<file path="config.mk">
export PLATFORM = sky130hd
export DESIGN_NAME = altimeter_zero_and_apogee_detect_top
export DESIGN_NICKNAME = d
export VERILOG_FILES = /design/src/sv/azad_pkg.sv /design/src/sv/altimeter_zero_and_apogee_detect_top.sv /design/src/sv/azad_div.sv
export VERILOG_INCLUDE_DIRS = /design/src /design/src/sv
export SDC_FILE = /design/constraint.sdc
export NUM_CORES = 1
export LEC_CHECK = 0
export CAP_MARGIN = 25
export CORE_UTILIZATION = 57
export CTS_BUF_LIST = sky130_fd_sc_hd__clkbuf_8
export DETAILED_ROUTE_END_ITERATION = 10
export DONT_BUFFER_PORTS = 1
export MAX_ROUTING_LAYER = met4
export PLACE_DENSITY = 0.78
export SETUP_SLACK_MARGIN = 0.02
export SYNTH_ARGS = -nofsm -noshare
export SYNTH_HDL_FRONTEND = slang
export SYNTH_SLANG_ARGS = --single-unit
</file>
<file path="constraint.sdc">
create_clock -name clock -period 12.8 [get_ports clock]
set_clock_uncertainty 0.15 [all_clocks]
set_input_delay 2.56 -clock clock [delete_from_list [all_inputs] [get_ports clock]]
set_output_delay 2.56 -clock clock [all_outputs]
set_load 0.03 [all_outputs]
</file>
<file path="src/sv/altimeter_zero_and_apogee_detect_top_macros.svh">
// Assertion helpers shared by the RTL of the altimeter block.
`ifndef ALTIMETER_ZERO_AND_APOGEE_DETECT_TOP_MACROS_SVH
`define ALTIMETER_ZERO_AND_APOGEE_DETECT_TOP_MACROS_SVH

// Same-cycle implication, clocked on clock, off during reset.
`define AZAD_ASSERT_IMP(lbl, ante, cons, msg) \
   lbl: assert property (@(posedge clock) disable iff (reset) (ante) |-> (cons)) \
      else $error(msg);

// Next-cycle implication, clocked on clock, off during reset.
`define AZAD_ASSERT_NXT(lbl, ante, cons, msg) \
   lbl: assert property (@(posedge clock) disable iff (reset) (ante) |=> (cons)) \
      else $error(msg);

`endif

</file>
<file path="src/sv/azad_pkg.sv">
`default_nettype none
package azad_pkg;

   localparam int ALT_WIDTH  = 24;
   localparam int REG_WIDTH  = 24;
   localparam int DROP_WIDTH = 23;
   localparam int CSR_IDX_W  = 2;

   // register indexes
   localparam logic [CSR_IDX_W-1:0] CSR_MIN_APOGEE  = 2'd0;
   localparam logic [CSR_IDX_W-1:0] CSR_MIN_DROP    = 2'd1;
   localparam logic [CSR_IDX_W-1:0] CSR_OFFSET_LOW  = 2'd2;
   localparam logic [CSR_IDX_W-1:0] CSR_OFFSET_HIGH = 2'd3;

   // register reset values
   localparam logic signed [REG_WIDTH-1:0] MIN_APOGEE_RST  = 24'sd0;
   localparam logic [DROP_WIDTH-1:0]       MIN_DROP_RST    = 23'd100;
   localparam logic signed [REG_WIDTH-1:0] OFFSET_LOW_RST  = 24'sd10000;
   localparam logic signed [REG_WIDTH-1:0] OFFSET_HIGH_RST = 24'sd50000;

   typedef enum logic [1:0] {
      CAL_PENDING  = 2'd0,
      CAL_OK       = 2'd1,
      CAL_RANGE    = 2'd2,
      CAL_NO_VALID = 2'd3
   } cal_status_type;

   typedef enum logic {
      PHASE_CAL    = 1'b0,
      PHASE_FLIGHT = 1'b1
   } phase_type;

   typedef struct packed {
      logic                        sample_valid;
      logic signed [ALT_WIDTH-1:0] altitude_raw;
   } req_type;

   typedef struct packed {
      phase_type                   phase;
      cal_status_type              cal_status;
      logic signed [ALT_WIDTH-1:0] altitude_corrected;
      logic signed [ALT_WIDTH-1:0] peak_altitude;
      logic                        apogee_detected;
      logic                        apogee_now;
   } rsp_type;

endpackage
`default_nettype wire

</file>
<file path="src/sv/altimeter_zero_and_apogee_detect_top.sv">
`default_nettype none
// Channel    Ports                         Moves
// ---------  ----------------------------  -----------------------------------------
// request    req_valid/req_ready/req_data  one altitude sample per transaction
// response   rsp_valid/rsp_ready/rsp_data  one result per request transaction
// csr        csr_we/csr_index/csr_wdata    register write, taken on the enable edge
//
// Calibration sample: accepted, accumulated, then written out to the result register.
// Last calibration sample: accumulate, then the restoring divider, which produces
//    one quotient bit per cycle of the ground offset mean, then range check, write out.
// Flight sample: offset subtract and saturate, peak/apogee, write out.
// Reset is synchronous, active high; no clearing pass. req_ready is low while a sample
//    is in work; a finished result waits in the response register, so a stalled
//    response holds the block only when a second result is ready to be written.
`include "altimeter_zero_and_apogee_detect_top_macros.svh"
module altimeter_zero_and_apogee_detect_top #(
   parameter int CAL_SAMPLES = 500
) (
   input  wire logic                            clock,
   input  wire logic                            reset,
   input  wire logic                            req_valid,
   output logic                                 req_ready,
   input  wire azad_pkg::req_type               req_data,
   output logic                                 rsp_valid,
   input  wire logic                            rsp_ready,
   output azad_pkg::rsp_type                    rsp_data,
   input  wire logic                            csr_we,
   input  wire logic [azad_pkg::CSR_IDX_W-1:0]  csr_index,
   input  wire logic [azad_pkg::REG_WIDTH-1:0]  csr_wdata
);

   localparam int AW    = azad_pkg::ALT_WIDTH;
   localparam int CNT_W = $clog2(CAL_SAMPLES + 1);
   // sum of CAL_SAMPLES signed samples
   localparam int SUM_W = AW + CNT_W;
   localparam logic [CNT_W-1:0] CAL_LAST = CNT_W'(CAL_SAMPLES);
   localparam logic signed [AW-1:0] ALT_MAX = {1'b0, {(AW-1){1'b1}}};
   localparam logic signed [AW-1:0] ALT_MIN = {1'b1, {(AW-1){1'b0}}};

   typedef enum logic [2:0] {
      ST_IDLE,
      ST_CAL,
      ST_DIV_LOAD,
      ST_DIV_WAIT,
      ST_CHECK,
      ST_FLY_ALT,
      ST_FLY_APO,
      ST_OUT
   } state_type;

   // configuration registers
   logic signed [azad_pkg::REG_WIDTH-1:0] min_apogee_ff, offset_low_ff, offset_high_ff;
   logic [azad_pkg::DROP_WIDTH-1:0]       min_drop_ff;

   state_type                state_ff, state_in;
   logic                     valid_ff, valid_in;
   logic signed [AW-1:0]     raw_ff, raw_in;
   logic [CNT_W-1:0]         attempt_ff, attempt_in;
   logic [CNT_W-1:0]         vcount_ff, vcount_in;
   logic signed [SUM_W-1:0]  sum_ff, sum_in;
   logic signed [AW-1:0]     offset_ff, offset_in;
   azad_pkg::cal_status_type cal_ff, cal_in;
   logic signed [AW-1:0]     last_alt_ff, last_alt_in;
   logic signed [AW-1:0]     peak_ff, peak_in;
   logic                     climbing_ff, climbing_in;
   logic                     apogee_ff, apogee_in;
   logic                     now_ff, now_in;
   logic                     flight_ff, flight_in;
   logic                     rsp_valid_ff, rsp_valid_in;
   azad_pkg::rsp_type        rsp_ff, rsp_in;

   // divider for the ground offset mean
   logic                    div_start;
   logic [SUM_W-1:0]        div_dividend;
   logic                    div_done;
   logic [SUM_W-1:0]        div_quotient;
   logic [AW-1:0]           quo_mag;

   logic signed [AW:0]      alt_diff;
   logic signed [AW:0]      drop_sum;

   assign div_dividend = sum_ff[SUM_W-1] ? (-sum_ff) : sum_ff;
   assign quo_mag      = div_quotient[AW-1:0];
   assign alt_diff     = {raw_ff[AW-1], raw_ff} - {offset_ff[AW-1], offset_ff};
   assign drop_sum     = {last_alt_ff[AW-1], last_alt_ff}
                         + (AW+1)'($signed({1'b0, min_drop_ff}));

   azad_div #(
      .DVD_W (SUM_W),
      .DVR_W (CNT_W)
   ) u_div (
      .clock    (clock),
      .reset    (reset),
      .start    (div_start),
      .dividend (div_dividend),
      .divisor  (vcount_ff),
      .done     (div_done),
      .quotient (div_quotient)
   );

   always_comb begin
      state_in     = state_ff;
      valid_in     = valid_ff;
      raw_in       = raw_ff;
      attempt_in   = attempt_ff;
      vcount_in    = vcount_ff;
      sum_in       = sum_ff;
      offset_in    = offset_ff;
      cal_in       = cal_ff;
      last_alt_in  = last_alt_ff;
      peak_in      = peak_ff;
      climbing_in  = climbing_ff;
      apogee_in    = apogee_ff;
      now_in       = now_ff;
      flight_in    = flight_ff;
      rsp_valid_in = rsp_valid_ff && !rsp_ready;
      rsp_in       = rsp_ff;
      div_start    = 1'b0;

      case (state_ff)
         ST_IDLE: begin
            if (req_valid) begin
               valid_in  = req_data.sample_valid;
               raw_in    = req_data.altitude_raw;
               now_in    = 1'b0;
               flight_in = (cal_ff != azad_pkg::CAL_PENDING);
               state_in  = (cal_ff == azad_pkg::CAL_PENDING) ? ST_CAL : ST_FLY_ALT;
            end
         end
         ST_CAL: begin
            attempt_in = attempt_ff + 1'b1;
            if (valid_ff) begin
               sum_in    = sum_ff + SUM_W'(raw_ff);
               vcount_in = vcount_ff + 1'b1;
            end
            state_in = ST_OUT;
            if (attempt_in >= CAL_LAST) begin
               if (vcount_in == '0) begin
                  cal_in = azad_pkg::CAL_NO_VALID;
               end else begin
                  state_in = ST_DIV_LOAD;
               end
            end
         end
         ST_DIV_LOAD: begin
            div_start = 1'b1;
            state_in  = ST_DIV_WAIT;
         end
         ST_DIV_WAIT: begin
            if (div_done) begin
               // mean truncates toward zero: sign applied after the unsigned divide
               offset_in = sum_ff[SUM_W-1] ? (-$signed(quo_mag)) : $signed(quo_mag);
               state_in  = ST_CHECK;
            end
         end
         ST_CHECK: begin
            if (offset_ff > offset_low_ff && offset_ff < offset_high_ff) begin
               cal_in = azad_pkg::CAL_OK;
            end else begin
               cal_in = azad_pkg::CAL_RANGE;
            end
            state_in = ST_OUT;
         end
         ST_FLY_ALT: begin
            // invalid sample keeps the previous corrected altitude
            if (valid_ff) begin
               if (alt_diff[AW] != alt_diff[AW-1]) begin
                  last_alt_in = alt_diff[AW] ? ALT_MIN : ALT_MAX;
               end else begin
                  last_alt_in = alt_diff[AW-1:0];
               end
            end
            state_in = ST_FLY_APO;
         end
         ST_FLY_APO: begin
            if (last_alt_ff > peak_ff) begin
               peak_in = last_alt_ff;
            end
            // a new peak can never be more than the drop below itself
            if (last_alt_ff > min_apogee_ff && drop_sum < $signed({peak_ff[AW-1], peak_ff})
                && climbing_ff) begin
               apogee_in   = 1'b1;
               climbing_in = 1'b0;
               now_in      = 1'b1;
            end
            state_in = ST_OUT;
         end
         ST_OUT: begin
            if (!rsp_valid_ff || rsp_ready) begin
               rsp_valid_in       = 1'b1;
               rsp_in.phase       = flight_ff ? azad_pkg::PHASE_FLIGHT : azad_pkg::PHASE_CAL;
               rsp_in.cal_status  = cal_ff;
               rsp_in.altitude_corrected = flight_ff ? last_alt_ff : '0;
               rsp_in.peak_altitude      = flight_ff ? peak_ff : '0;
               rsp_in.apogee_detected    = flight_ff && apogee_ff;
               rsp_in.apogee_now         = flight_ff && now_ff;
               state_in = ST_IDLE;
            end
         end
         default: begin
            state_in = ST_IDLE;
         end
      endcase
   end

   always_ff @(posedge clock) begin
      if (reset) begin
         state_ff       <= ST_IDLE;
         attempt_ff     <= '0;
         vcount_ff      <= '0;
         sum_ff         <= '0;
         offset_ff      <= '0;
         cal_ff         <= azad_pkg::CAL_PENDING;
         last_alt_ff    <= '0;
         peak_ff        <= '0;
         climbing_ff    <= 1'b1;
         apogee_ff      <= 1'b0;
         now_ff         <= 1'b0;
         flight_ff      <= 1'b0;
         rsp_valid_ff   <= 1'b0;
         min_apogee_ff  <= azad_pkg::MIN_APOGEE_RST;
         min_drop_ff    <= azad_pkg::MIN_DROP_RST;
         offset_low_ff  <= azad_pkg::OFFSET_LOW_RST;
         offset_high_ff <= azad_pkg::OFFSET_HIGH_RST;
      end else begin
         state_ff     <= state_in;
         attempt_ff   <= attempt_in;
         vcount_ff    <= vcount_in;
         sum_ff       <= sum_in;
         offset_ff    <= offset_in;
         cal_ff       <= cal_in;
         last_alt_ff  <= last_alt_in;
         peak_ff      <= peak_in;
         climbing_ff  <= climbing_in;
         apogee_ff    <= apogee_in;
         now_ff       <= now_in;
         flight_ff    <= flight_in;
         rsp_valid_ff <= rsp_valid_in;
         if (csr_we) begin
            case (csr_index)
               azad_pkg::CSR_MIN_APOGEE:  min_apogee_ff  <= csr_wdata;
               azad_pkg::CSR_MIN_DROP:    min_drop_ff    <= csr_wdata[azad_pkg::DROP_WIDTH-1:0];
               azad_pkg::CSR_OFFSET_LOW:  offset_low_ff  <= csr_wdata;
               azad_pkg::CSR_OFFSET_HIGH: offset_high_ff <= csr_wdata;
               default: begin
               end
            endcase
         end
      end
      valid_ff <= valid_in;
      raw_ff   <= raw_in;
      rsp_ff   <= rsp_in;
   end

   assign req_ready = (state_ff == ST_IDLE);
   assign rsp_valid = rsp_valid_ff;
   assign rsp_data  = rsp_ff;

   `AZAD_ASSERT_NXT(a_apogee_sticky, apogee_ff, apogee_ff, "apogee latch cleared")
   `AZAD_ASSERT_IMP(a_apogee_stops_climb, apogee_ff, !climbing_ff,
                    "still climbing after apogee")
   `AZAD_ASSERT_NXT(a_cal_sticky, cal_ff != azad_pkg::CAL_PENDING,
                    cal_ff != azad_pkg::CAL_PENDING, "calibration result reverted to pending")
   `AZAD_ASSERT_IMP(a_peak_nonneg, 1'b1, !peak_ff[AW-1], "peak altitude below zero")
   `AZAD_ASSERT_IMP(a_div_done_waits, div_done, state_ff == ST_DIV_WAIT,
                    "divider finished outside the divide wait")

endmodule
`default_nettype wire

</file>
<file path="src/sv/azad_div.sv">
`default_nettype none
// Restoring unsigned divider, one quotient bit per cycle.
module azad_div #(
   parameter int DVD_W = 33,
   parameter int DVR_W = 9
) (
   input  wire logic             clock,
   input  wire logic             reset,
   input  wire logic             start,
   input  wire logic [DVD_W-1:0] dividend,
   input  wire logic [DVR_W-1:0] divisor,
   output logic                  done,
   output logic [DVD_W-1:0]      quotient
);

   localparam int CNT_W = $clog2(DVD_W + 1);
   localparam logic [CNT_W-1:0] LAST_STEP = CNT_W'(DVD_W - 1);

   logic             busy_ff, busy_in;
   logic             done_ff, done_in;
   logic [CNT_W-1:0] step_ff, step_in;
   logic [DVR_W-1:0] rem_ff, rem_in;
   logic [DVD_W-1:0] quo_ff, quo_in;
   logic [DVR_W-1:0] dvr_ff, dvr_in;

   logic [DVR_W:0]   shifted;
   logic [DVR_W+1:0] trial;

   assign shifted = {rem_ff, quo_ff[DVD_W-1]};
   assign trial   = {1'b0, shifted} - {2'b00, dvr_ff};

   always_comb begin
      busy_in = busy_ff;
      done_in = 1'b0;
      step_in = step_ff;
      rem_in  = rem_ff;
      quo_in  = quo_ff;
      dvr_in  = dvr_ff;
      if (start) begin
         busy_in = 1'b1;
         step_in = '0;
         rem_in  = '0;
         quo_in  = dividend;
         dvr_in  = divisor;
      end else if (busy_ff) begin
         // trial subtract: negative result means restore
         if (trial[DVR_W+1]) begin
            rem_in = shifted[DVR_W-1:0];
            quo_in = {quo_ff[DVD_W-2:0], 1'b0};
         end else begin
            rem_in = trial[DVR_W-1:0];
            quo_in = {quo_ff[DVD_W-2:0], 1'b1};
         end
         step_in = step_ff + 1'b1;
         if (step_ff == LAST_STEP) begin
            busy_in = 1'b0;
            done_in = 1'b1;
         end
      end
   end

   always_ff @(posedge clock) begin
      if (reset) begin
         busy_ff <= 1'b0;
         done_ff <= 1'b0;
         step_ff <= '0;
      end else begin
         busy_ff <= busy_in;
         done_ff <= done_in;
         step_ff <= step_in;
      end
      rem_ff <= rem_in;
      quo_ff <= quo_in;
      dvr_ff <= dvr_in;
   end

   assign done     = done_ff;
   assign quotient = quo_ff;

endmodule
`default_nettype wire

</file>
# Yosys cells after proc, flatten, opt, wreduce, memory -nomap -nowiden
# Cells that the tools add are included.
[word_totals]
regBits = 365
inputBits = 56
out_inout_bits = 55
wordCells = 131
[classes]
n_addsub = 9
magnitude_cmp = 6
n_eq_ne = 18
muxes = 32
n_bitwise = 1
reduce_logical = 34
[op_table]
columns = ["operator", "n"]
rows = [
  ["$mux 33", 3],
  ["$gt 24x24->1", 3],
  ["$mux 24", 3],
  ["$add 33x24->33", 1],
  ["$neg 33->33", 1],
  ["$mux 9", 3],
  ["$add 24x24->25", 1],
  ["$lt 25x24->1", 1],
  ["$sub 24x24->25", 1],
  ["$lt 24x24->1", 1],
  ["$neg 24->24", 1],
  ["$reduce_and 2->1", 11],
  ["$pmux 3 s7", 1],
  ["$add 9x1->9 const B", 2],
  ["$mux 3", 6],
  ["$eq 3x3->1 const B", 4],
  ["$mux 1", 11],
  ["$sub 10x9->11", 1],
  ["$ne 2x2->1 const B", 5],
  ["$ge 9x9->1 const B", 1],
  ["$logic_not 9->1", 1],
  ["$reduce_and 3->1", 3],
  ["$reduce_bool 2->1", 4],
  ["$add 6x1->6 const B", 1],
  ["18 further kinds", 30],
]

# Depth between registers and ports, before layout
# Gate-level depths: netlist (run 1).
[depth]
depth_word = 7
ltp_mapped = 22
mapped_depth_nobuf = 22

# By module
# From an unflattened synthesis (run 1), not the netlist that was laid out.
[unflattened]
cells_unflattened = 2502
hier_area_um2 = 22087.4
[modules_own_cells]
columns = ["module", "instances", "cells_per_inst", "area_each_um2", "seq_area_each_um2"]
rows = [
  ["altimeter_zero_and_apogee_detect_top", 1, 2276, 19202.2, 6906.6],
  ["azad_div", 1, 226, 2885.3, 1601.5],
]

# Worst setup path after synthesis (run 1)
# No wires, ideal clock.
[synth_timing]
kind = "input port to flip-flop"
start = "in rsp_ready"
end = "reg rsp_ff, in the netlist rsp_data[0], enable pin"
setup_ps = 464
arrival_time_ps = 4852
t_required_ps = 12186
slack_ps = 7335
path_stages = 2
path_buffers = 0
path_cell_list = "nor2b_1 -> nor2_1"
[synth_via]
elab_chain_cells = 2
[synth_lines]
columns = ["element", "line", "source"]
rows = [
  ["start, declared", "altimeter_zero_and_apogee_detect_top.sv:25", "input wire logic rsp_ready,"],
  ["$logic_or 1x1->1", "altimeter_zero_and_apogee_detect_top.sv:189", "if (!rsp_valid_ff || rsp_ready) begin"],
  ["$reduce_and 2->1 (no source line)", "-", ""],
  ["end signal, assigned", "altimeter_zero_and_apogee_detect_top.sv:252", "rsp_ff <= rsp_in;"],
  ["end, declared", "altimeter_zero_and_apogee_detect_top.sv:70", "azad_pkg::rsp_type rsp_ff, rsp_in;"],
]
# Every way passes these cells.
# A chain may end at the register's enable or synchronous reset.

# Worst setup path in the final report (run 1)
[layout_timing]
start = "reg last_alt_ff[1]"
end = "reg climbing_ff"
[layout_via]
elab_chain_cells = 5
elab_cells_between_ends = 6
classes_between = "1 x add/sub; 2 x order compare; 3 x reduce/logical"
[layout_lines]
columns = ["element", "line", "source"]
rows = [
  ["start, declared", "altimeter_zero_and_apogee_detect_top.sv:63", "logic signed [AW-1:0] last_alt_ff, last_alt_in;"],
  ["start signal, assigned", "altimeter_zero_and_apogee_detect_top.sv:232", "last_alt_ff <= last_alt_in;"],
  ["$add 24x24->25", "altimeter_zero_and_apogee_detect_top.sv:86", "+ (AW+1)'($signed({1'b0, min_drop_ff}));"],
  ["$lt 25x24->1", "altimeter_zero_and_apogee_detect_top.sv:180", "if (last_alt_ff > min_apogee_ff && drop_sum < $signed({peak_ff[AW-1], peak_ff})"],
  ["$logic_and 1x1->1 *", "altimeter_zero_and_apogee_detect_top.sv:180", ""],
  ["$logic_and 1x1->1 *", "altimeter_zero_and_apogee_detect_top.sv:181", "&& climbing_ff) begin"],
  ["$reduce_and 2->1 (no source line) *", "-", ""],
  ["end signal, assigned", "altimeter_zero_and_apogee_detect_top.sv:234", "climbing_ff <= climbing_in;"],
  ["end, declared", "altimeter_zero_and_apogee_detect_top.sv:65", "logic climbing_ff, climbing_in;"],
]
# Every way passes the cells marked *; elsewhere a longest branch is shown, timed or not.

==> impl_metrics.yaml, run 1 <==
outcome:
  status: "finished clean"
place:
  dp_hpwl_um: 40000
  place.gp.congestion: 0.950
  io_buffers: 0
clock_network:
  clock_latency_ns: 0.67
  hold_buffers: 0
  htree_num_levels: 2
  cts_max_path_buffers: 3
  root_buffer: "clkbuf_8"
  clk_pin_slew_worst_paths_ns: 0.06
  cts_buffers: 61
  cts.sinks: 365
  ctsResizeCount: 0
  cts_tree: "done"
  cts_setup_buffers: 0
timing:
  fmax_ghz: 0.205
  finalCriticalPeriod_ns: 4.89
  worst_slew_pin_slew_ns: 1.06
  finalMaxSlewViolations: 0
  setup_violations: 0
  whs_ns: 0.303
  fin_setup_tns_ns: 0
  finalHoldViolCount: 0
  rsz0062_at_grt: "no"
  relSlewSlack_pct: 29.4
  fin_crit_sh_pct: 38.2
worst_hold_path:
  whs_endpoint: "offset_high_ff[10]"
  hold_path.class: "reg2reg"
  holdCritStartpoint: "offset_high_ff[10]"
  worstHoldPathCells: 2
pwr:
  vdd_drop_max_mv: 0.117
  p_leak_nw: 9.67
  power_density_nw_per_um2: 168
  total_power_w: 0.00392
setup_path:
  required_ns: 13.17
  cp_slowest_cell: "o41ai_1"
  rrSetupSlack_ns: 7.91
  startpoint_type: "flip-flop"
  critPathMostFrequentCell: "a21oi_1"
  timing.rr.end: "climbing_ff"
  path_cells: "ha_1, a21o_1, a21oi_1, nor2b_1, o41ai_1, o21bai_1, a21oi_1, o21ai_0, a21o_1, a21oi_1, xnor2_1, ha_1, a21o_1, a21o_1, a21oi_1, o21ai_0, a21oi_1, o21ai_0, a21oi_1, a21oi_1, nor4_1, nor2_1"
  slowest_delay_ns: 0.54
  critPathArrivalTime_ns: 5.25
  worstRegToRegCells: 22
  path_max_fanout: 7
  r2r-start: "last_alt_ff[1]"
  crit_path_end_kind: "flip-flop"
  critPathKind: "reg2reg"
drt:
  route.detailed.drc: 0
  drt-total-wl_um: 54800
  vias: 17723
  dr.pass1.iters: 5
  drt-wirelength-per-cell_um: 18.1
  drt-vias-per-instance: 5.86
  drtIter0Drc: 1125
  ant_nets: 0
synth:
  syn_area_um2: 21700
  ys_async_sr_fraction_pct: 0
  synthCells: 2483
  synth-edff-count: 120
  mappedNetlistNets: 2757
  yosysSeqAreaShare_pct: 39.3
  synth-seq-cells: 365
  ys_types: 75
  synth_area_leader_cell: "dfxtp_1"
  synth_top_area_share_pct: 22.6
  synth_ff_type: "dfxtp_1"
  synthTopCellsByArea: "dfxtp_1 (23%), edfxtp_1 (17%), ha_1 (12%), a21oi_1 (5.9%), nand2_1 (5.8%)"
  ys_warn_count: 0
  syn_area_per_cell_um2: 8.72
grt:
  antenna_found_initial: 0
  grt_util_met2_pct: 49.1
  gr-usage-met1_pct: 35.1
  top_usage_layer: "met2"
  grt_pass1_wl_um: 87700
  grt.met3_usage_pct: 5.12
  grt_remaining_overflow: 0
  track_usage_pct: 29.3
  grt_pass1_vias: 17016
  grt_max_degree: 192
floorplan:
  io_pins: 111
  die_area_um2: 38800
  num_rows: 71
  fp.dieH_um: 197
  start_util_pct: 57.8
  dieWidth_um: 197
  core_area_um2: 37500
layout:
  n_fill_cell: 3170
  drive_gt1_share_pct: 5.18
  diodes: 0
  final_nets: 2732
  area_growth_syn_to_layout_pct: 7.79
run:
  maxCapViolations: 0
-- routing by layer --
metal  routed length (um)  part of all wire (%)
met1                23300                    42
met2                26300                    48
met3                 3360                   6.1
met4                 1920                   3.5
met5                    0                     0
-- power by group --
part	internal [W]	total (W)	switching (W)
logic	0.000503	0.00128	0.000780
registers	0.00140	0.00160	0.000198
clock network	0.000556	0.00104	0.000481
total	0.00246	0.00392	0.00146
-- worst max-delay path: cells and delay by family (launching register included) --
family | cells | cell delay, ns
AOI/OAI and AO/OA | 16 | 2.92
and+or+nand+nor | 3 | 0.66
DFF | 1 | 0.46
adders and majority gates | 2 | 0.46
xor gates and xnor gates | 1 | 0.10
-- registers in the layout, summed over array words and instances, names as in the netlist, 6 cells and up --
| register | count |
|---|---|
| min_drop_ff | 23 |
| peak_ff | 24 |
| u_div.dvr_ff | 9 |
| offset_low_ff | 24 |
| u_div.rem_ff | 9 |
| raw_ff | 24 |
| min_apogee_ff | 24 |
| last_alt_ff | 24 |
| u_div.quotient | 33 |
| attempt_ff | 9 |
| sum_ff | 33 |
| offset_high_ff | 24 |
| rsp_data | 53 |
| offset_ff | 24 |
| u_div.step_ff | 6 |
| vcount_ff | 9 |
-- Yosys cell counts (25+ instances only) --
cell type	number
a21o_1	73
nand3_1	36
edfxtp_1	120
ha_1	214
a211oi_1	38
o21ai_0	159
xnor2_1	60
inv_1	170
mux2i_1	42
and2_1	55
nand4_1	34
a21oi_1	255
nor2_1	165
dfxtp_1	245
nand2b_1	28
nor2b_1	25
xor2_1	81
nand2_1	337
clkbuf_1	90
-- kinds of logic (layout without fill, tap and decap cells) --
kind of cell | count (synthesis) | after routing | share of synthesized area [%]
and+or+nand+nor | 767 | 767 | 16.5
AOI/OAI and AO/OA | 668 | 668 | 18.7
DFF | 365 | 365 | 39.3
buffers and inverters | 275 | 303 | 4.82
adders and majority gates | 223 | 223 | 13.0
xor gates and xnor gates | 141 | 141 | 5.70
muxes | 44 | 44 | 2.04
-- worst max-delay path by stage --
| stage | startpoint | end |
|---|---|---|
| final | last_alt_ff[1] | climbing_ff |
| after global routing | last_alt_ff[1] | climbing_ff |
| after CTS | last_alt_ff[1] | climbing_ff |
| after global placement | last_alt_ff[1] | climbing_ff |
| after floorplan | rsp_ready | rsp_data[0] |
| after detailed placement | last_alt_ff[1] | climbing_ff |
-- stage by stage --
stage	utilization, %	std cells	instance area (um^2)	setup WS, ns
after floorplan	-	2483	21700	7.33
after global placement	58.8	2902	22000	8.11
after detailed placement	58.8	2903	22100	7.99
after CTS	62.1	3019	23300	7.93
after global routing	62.3	3022	23300	7.41
final	62.3	3022	23300	7.91
-- cells in the final DEF (no fill, tap or decap), types with 17 or more instances in the layout --
cell type  count
nand3_1       36
mux2i_1       42
nand4_1       34
clkbuf_8      73
nand2b_1      28
a21o_1        73
dfxtp_1      245
nand2_1      336
edfxtp_1     120
ha_1         214
a21oi_1      254
o211ai_1      19
nor2_1       163
o21a_1        19
xor2_1        81
inv_1        191
o21ai_0      159
xnor2_1       60
and2_1        55
nor2b_1       25
o31ai_1       17
a211oi_1      38
-- layout make-up --
cell class	count	area [um^2]	area share, %
Clock buffer	73	1000	4.30
Clock inverter	43	230	0.986
Inverter	170	638	2.73
Multi-Input combinational cell	1843	12100	52.0
Sequential cell	365	8510	36.4
Tap cell	511	639	2.74
Timing Repair Buffer	17	183	0.782
Power figures use the tool's default switching activity.
==> run 2, diff against run 1 <==
--- a/config.mk
+++ b/config.mk
@@ -12,7 +12,7 @@
 export DETAILED_ROUTE_END_ITERATION = 10
 export DONT_BUFFER_PORTS = 1
 export MAX_ROUTING_LAYER = met4
-export PLACE_DENSITY = 0.78
+export PLACE_DENSITY = 0.81
 export SETUP_SLACK_MARGIN = 0.02
 export SYNTH_ARGS = -nofsm -noshare
 export SYNTH_HDL_FRONTEND = slang
==> constraint.sdc (replaced) <==
create_clock -name clock -period 4 [get_ports clock]
set_clock_uncertainty 0.15 [all_clocks]
set_input_delay 0.8 -clock clock [delete_from_list [all_inputs] [get_ports clock]]
set_output_delay 0.8 -clock clock [all_outputs]
set_load 0.03 [all_outputs]
==> run 2 against run 1 <==
- the run now ends with setup timing left
- critical path depth shrank 1
- fmax grew 21%
- combinational power grew to 3.3 times the previous value
- critical path type unchanged
==> impl_metrics.yaml, run 2 (synthesis gave the netlist of run 1 again) <==
outcome:
  status: "finished, violations left"
  violations: "setup timing"
timing:
  finalCriticalPeriod_ns: 4.05
  fin_ws_ns: -0.0475
  fin_setup_tns_ns: -0.109
  fin_crit_sh_pct: 101
  finalMaxSlewViolations: 0
  setup_violations: 3
  fmax_ghz: 0.247
  rsz0062_at_grt: "yes"
  relSlewSlack_pct: 28.9
  finalHoldViolCount: 0
  worst_slew_pin_slew_ns: 1.06
floorplan:
  dieWidth_um: 197
  fp.dieH_um: 197
  die_area_um2: 38800
  core_area_um2: 37500
  start_util_pct: 57.8
  num_rows: 71
  io_pins: 111
pwr:
  power_density_nw_per_um2: 542
  p_clk_share_pct: 27.7
  power_switching_share_pct: 37.1
  p_seq_share_pct: 39.4
  p_leak_nw: 10.0
  vdd_drop_max_mv: 0.370
  internal-power_w: 0.00816
  p_comb_share_pct: 32.9
  switchingPower_w: 0.00482
setup_path:
  required_ns: 4.42
  path_max_fanout: 3
  startpoint_type: "flip-flop"
  worstRegToRegCells: 21
  critPathKind: "reg2reg"
  critPathArrivalTime_ns: 4.46
  crit_path_end_kind: "flip-flop"
clock_network:
  cts.sinks: 365
  cts_max_path_buffers: 3
  root_buffer: "clkbuf_8"
  htree_num_levels: 3
  clk_pin_slew_worst_paths_ns: 0.06
  cts_tree: "done"
  clock_latency_ns: 0.63
  cts_buffers: 67
drt:
  drtIter0Drc: 1305
  drt-vias-per-instance: 5.87
  ant_nets: 0
  dr.pass1.iters: 5
  vias: 18110
  drt-total-wl_um: 57100
  drt-wirelength-per-cell_um: 18.5
  route.detailed.drc: 0
run:
  maxCapViolations: 0
grt:
  grt_max_degree: 192
  track_usage_pct: 30.7
  grt_pass1_wl_um: 91300
  grt_util_met2_pct: 49.5
  antenna_found_initial: 4
  top_usage_layer: "met2"
  grt_remaining_overflow: 0
  grt_pass1_vias: 17532
  gr-usage-met1_pct: 37.4
  grt.met3_usage_pct: 4.65
layout:
  final_common_cell: "nand2_1"
  area_growth_syn_to_layout_pct: 10.5
  n_fill_cell: 3152
  final_nets: 2791
  drive_gt1_share_pct: 8.18
  largest_reg_flops: 53
  stdcell_count: 3083
  final_cell_mix: "nand2_1 (336), a21oi_1 (249), dfxtp_1 (241)"
place:
  io_buffers: 0
  placed_cells: 2949
  place.gp.congestion: 0.973
  place_ws_ns: -0.204
  dp_hpwl_um: 41900
worst_hold_path:
  worstHoldPathCells: 0
  hold_path.class: "in2reg"
run 2: worst paths after layout:
| path | from | end | slack, ns |
|---|---|---|---|
| setup / recovery | min_drop_ff[2] | apogee_ff | -0.05 |
| hold / removal | req_data[18] | raw_ff[18] | 0.11 |
| setup reg to reg | min_drop_ff[2] | apogee_ff | -0.05 |
| hold reg to reg | offset_high_ff[17] | offset_high_ff[17] | 0.30 |
run 2: layer usage:
metal	vias up	routed length, um
met5	-	0
met3	146	3550
met2	620	26800
met4	0	2590
li1	8819	-
met1	8525	24100
run 2: layout make-up:
class	count	area (um^2)	share of cell area (%)
diodes	4	10.0	0.0418
clock inverters	42	260	1.09
repair buffers	70	589	2.46
clock buffers	78	1070	4.48
flip-flops and latches	365	8510	35.6
inverters	170	638	2.67
multi-input cells	1843	12200	51.0
well taps	511	639	2.67
run 2: timing repair:
action / CTS / global route
setup buffers: 5 / 5
setup endpoints to repair: 3 / 3
hold buffers: 0 / 0
resized for setup: 24 / 4
pin swaps: 28 / 14
run 2: power by group through the flow:
stage,registers [W],clock network (W),logic [W]
3_3_place_gp,0.00515,0,0.00396
6_report,0.00511,0.00360,0.00427
2_1_floorplan,0.00496,0,0.00322
5_1_grt,0.00517,0.00381,0.00475
3_5_place_dp,0.00517,0,0.00416
4_1_cts,0.00510,0.00365,0.00421
run 2: through the flow:
stage          utilization (%)  power, W  hold slack, ns  cell area [um^2]
2_1_floorplan                -   0.00817           0.269             21700
3_3_place_gp              59.7   0.00911           0.289             22400
3_5_place_dp              59.9   0.00933           0.295             22400
4_1_cts                   63.7    0.0130          0.0583             23900
5_1_grt                   63.9    0.0137          0.0948             23900
6_report                  63.9    0.0130           0.111             23900
run 2: critical path, cell delays in order, from the launching register on:
cell	delay, ns
dfxtp_1	0.32
ha_1	0.34
nor2b_1	0.15
o21ai_1	0.12
nand2b_1	0.10
a31oi_2	0.23
o211a_1	0.23
a21oi_2	0.08
a41o_1	0.22
buf_4	0.14
o41a_1	0.34
a21boi_2	0.19
xnor2_1	0.14
ha_1	0.26
a21o_1	0.19
nand2_1	0.06
o2111ai_1	0.10
a21oi_1	0.14
a21oi_1	0.06
nor4_1	0.18
buf_4	0.17
a21o_1	0.08
==> run 3, diff against run 2 <==
--- a/config.mk
+++ b/config.mk
@@ -6,11 +6,11 @@
 export SDC_FILE = /design/constraint.sdc
 export NUM_CORES = 1
 export LEC_CHECK = 0
-export CAP_MARGIN = 25
 export CORE_UTILIZATION = 57
 export CTS_BUF_LIST = sky130_fd_sc_hd__clkbuf_8
 export DETAILED_ROUTE_END_ITERATION = 10
 export DONT_BUFFER_PORTS = 1
+export GPL_TIMING_DRIVEN = 0
 export MAX_ROUTING_LAYER = met4
 export PLACE_DENSITY = 0.81
 export SETUP_SLACK_MARGIN = 0.02
==> run 3 against run 2 <==
- the run still ends with setup timing left
- critical path depth is 5 lower
- non-clock buffer count grew 57
- worst setup slack got worse by 0.093 ns
- flip-flop and latch count did not move
- total power about the same
- die area is the same
- combinational power up 4%
- sequential share of layout area is essentially flat
- count of clock-buffer cells in the layout fell by 8
- largest power group unchanged
==> impl_metrics.yaml, run 3 (synthesis gave the netlist of run 1 again) <==
outcome:
  status: "finished, violations left"
  violations: "setup timing"
clock_network:
  htree_num_levels: 2
  hold_buffers: 0
  cts_buffers: 61
  cts_max_path_buffers: 3
  clock_latency_ns: 0.67
  root_buffer: "clkbuf_8"
  cts_tree: "done"
  clk_pin_slew_worst_paths_ns: 0.07
  cts.sinks: 365
grt:
  grt_max_degree: 39
  grt_pass1_wl_um: 95200
  grt_remaining_overflow: 0
  track_usage_pct: 32.2
  grt_pass1_vias: 18298
  antenna_found_initial: 1
place:
  place_ws_ns: -0.890
  placed_cells: 2995
  dpl_cell_area_um2: 22300
  dp_hpwl_um: 46400
  io_buffers: 0
  place.gp.congestion: 1.02
setup_path:
  startpoint_type: "flip-flop"
  crit_path_end_kind: "flip-flop"
  required_ns: 4.42
  path_cells: "ha_1, a21o_1, a21oi_1, o211a_1, a21oi_2, a41o_1, o41a_1, a21boi_2, xnor2_2, ha_1, nand4_1, o2111ai_2, a21oi_2, a21oi_2, nor4_4, a21o_1"
  slowest_delay_ns: 0.56
  critPathArrivalTime_ns: 4.56
  critPathKind: "reg2reg"
  critPathMostFrequentCell: "a21oi_2"
  cp_slowest_cell: "dfxtp_1"
  path_max_fanout: 6
timing:
  worst_slew_pin_slew_ns: 1.24
  relSlewSlack_pct: 17.5
  fmax_ghz: 0.242
  fin_setup_tns_ns: -0.380
  finalHoldViolCount: 0
  finalMaxSlewViolations: 0
  finalCriticalPeriod_ns: 4.14
  fin_crit_sh_pct: 104
  rsz0062_at_grt: "yes"
  setup_violations: 3
  fin_ws_ns: -0.141
drt:
  drt-wirelength-per-cell_um: 19.4
  drt-vias-per-instance: 5.98
  route.detailed.drc: 0
  ant_nets: 0
  drt-total-wl_um: 60800
  dr.pass1.iters: 6
  drtIter0Drc: 1210
  vias: 18719
layout:
  final_common_cell: "nand2_1"
  final_nets: 2842
  n_fill_cell: 3162
  largest_reg_flops: 53
  final_cell_mix: "nand2_1 (336), a21oi_1 (247), dfxtp_1 (238)"
  drive_gt1_share_pct: 6.79
  stdcell_count: 3132
  fin_area_um2: 24000
  area_growth_syn_to_layout_pct: 10.7
worst_hold_path:
  hold_path.class: "in2reg"
pwr:
  p_leak_nw: 9.90
  power_density_nw_per_um2: 541
  vdd_drop_max_mv: 0.397
floorplan:
  fp.dieH_um: 197
  io_pins: 111
  core_area_um2: 37500
  die_area_um2: 38800
  start_util_pct: 57.8
  dieWidth_um: 197
  num_rows: 71
run:
  maxCapViolations: 0
==> run 3: cell types whose count changed in the layout (fill, tap and decap cells not counted), sizes merged <==
cell	delta
inv	+1
clkinv	+1
buf	-36
bufinv	+1
clkbuf	+85
diode	-3
==> run 3: final timing paths <==
kind	start	end	slack (ns)	cells after the start
max	last_alt_ff[7]	now_ff	-0.14	16
min reg2reg	apogee_ff	apogee_ff	0.30	1
min	req_data[23]	raw_ff[23]	0.07	0
max reg2reg	last_alt_ff[7]	now_ff	-0.14	16
==> run 3: final cells by class <==
| type | count | area [um^2] | share of cell area (%) |
|---|---|---|---|
| Inverter | 170 | 638 | 2.66 |
| Antenna cell | 1 | 2.50 | 0.0104 |
| Timing Repair Buffer | 22 | 178 | 0.741 |
| Buffer | 105 | 405 | 1.69 |
| Sequential cell | 365 | 8530 | 35.6 |
| Clock buffer | 70 | 963 | 4.02 |
| Multi-Input combinational cell | 1843 | 12300 | 51.4 |
| Clock inverter | 45 | 294 | 1.23 |
| Tap cell | 511 | 639 | 2.67 |
==> run 3: per-stage QoR <==
stage | total power [W] | utilization (%) | hold WS [ns]
6_report | 0.0130 | 64.0 | 0.0743
5_1_grt | 0.0137 | 64.0 | 0.0541
4_1_cts | 0.0129 | 63.7 | 0.0447
3_5_place_dp | 0.00938 | 59.6 | 0.291
3_3_place_gp | 0.00920 | 59.5 | 0.287
2_1_floorplan | 0.00817 | - | 0.269
==> run 3: timing repair <==
action,4_1_cts,5_1_grt
resized for setup,39,14
setup endpoints to repair,3,21
setup buffers,18,3
cloned,0,0
pin swaps,26,20
hold endpoints to repair,0,0
==> run 3: report_power, final <==
part	internal (W)	total, W	leakage, nW	switching [W]
clock	0.00185	0.00343	0.737	0.00158
sequential	0.00449	0.00513	3.08	0.000633
combinational	0.00169	0.00442	6.08	0.00273
==> run 3: layer usage <==
metal	global-route usage (%)	routed length, um	up-vias
li1	-	-	8928
met1	36.5	24000	8891
met2	54.0	29300	694
met3	5.85	4060	206
met4	17.7	3480	0
met5	-	0	-
==> run 3: worst max-delay path: cells and delay by family, from the launching register on <==
family          cells  cell delay, ns
simple gates        2            0.23
fa+ha+maj           2            0.70
xor+xnor            1            0.10
compound gates     11            2.28
flops               1            0.56
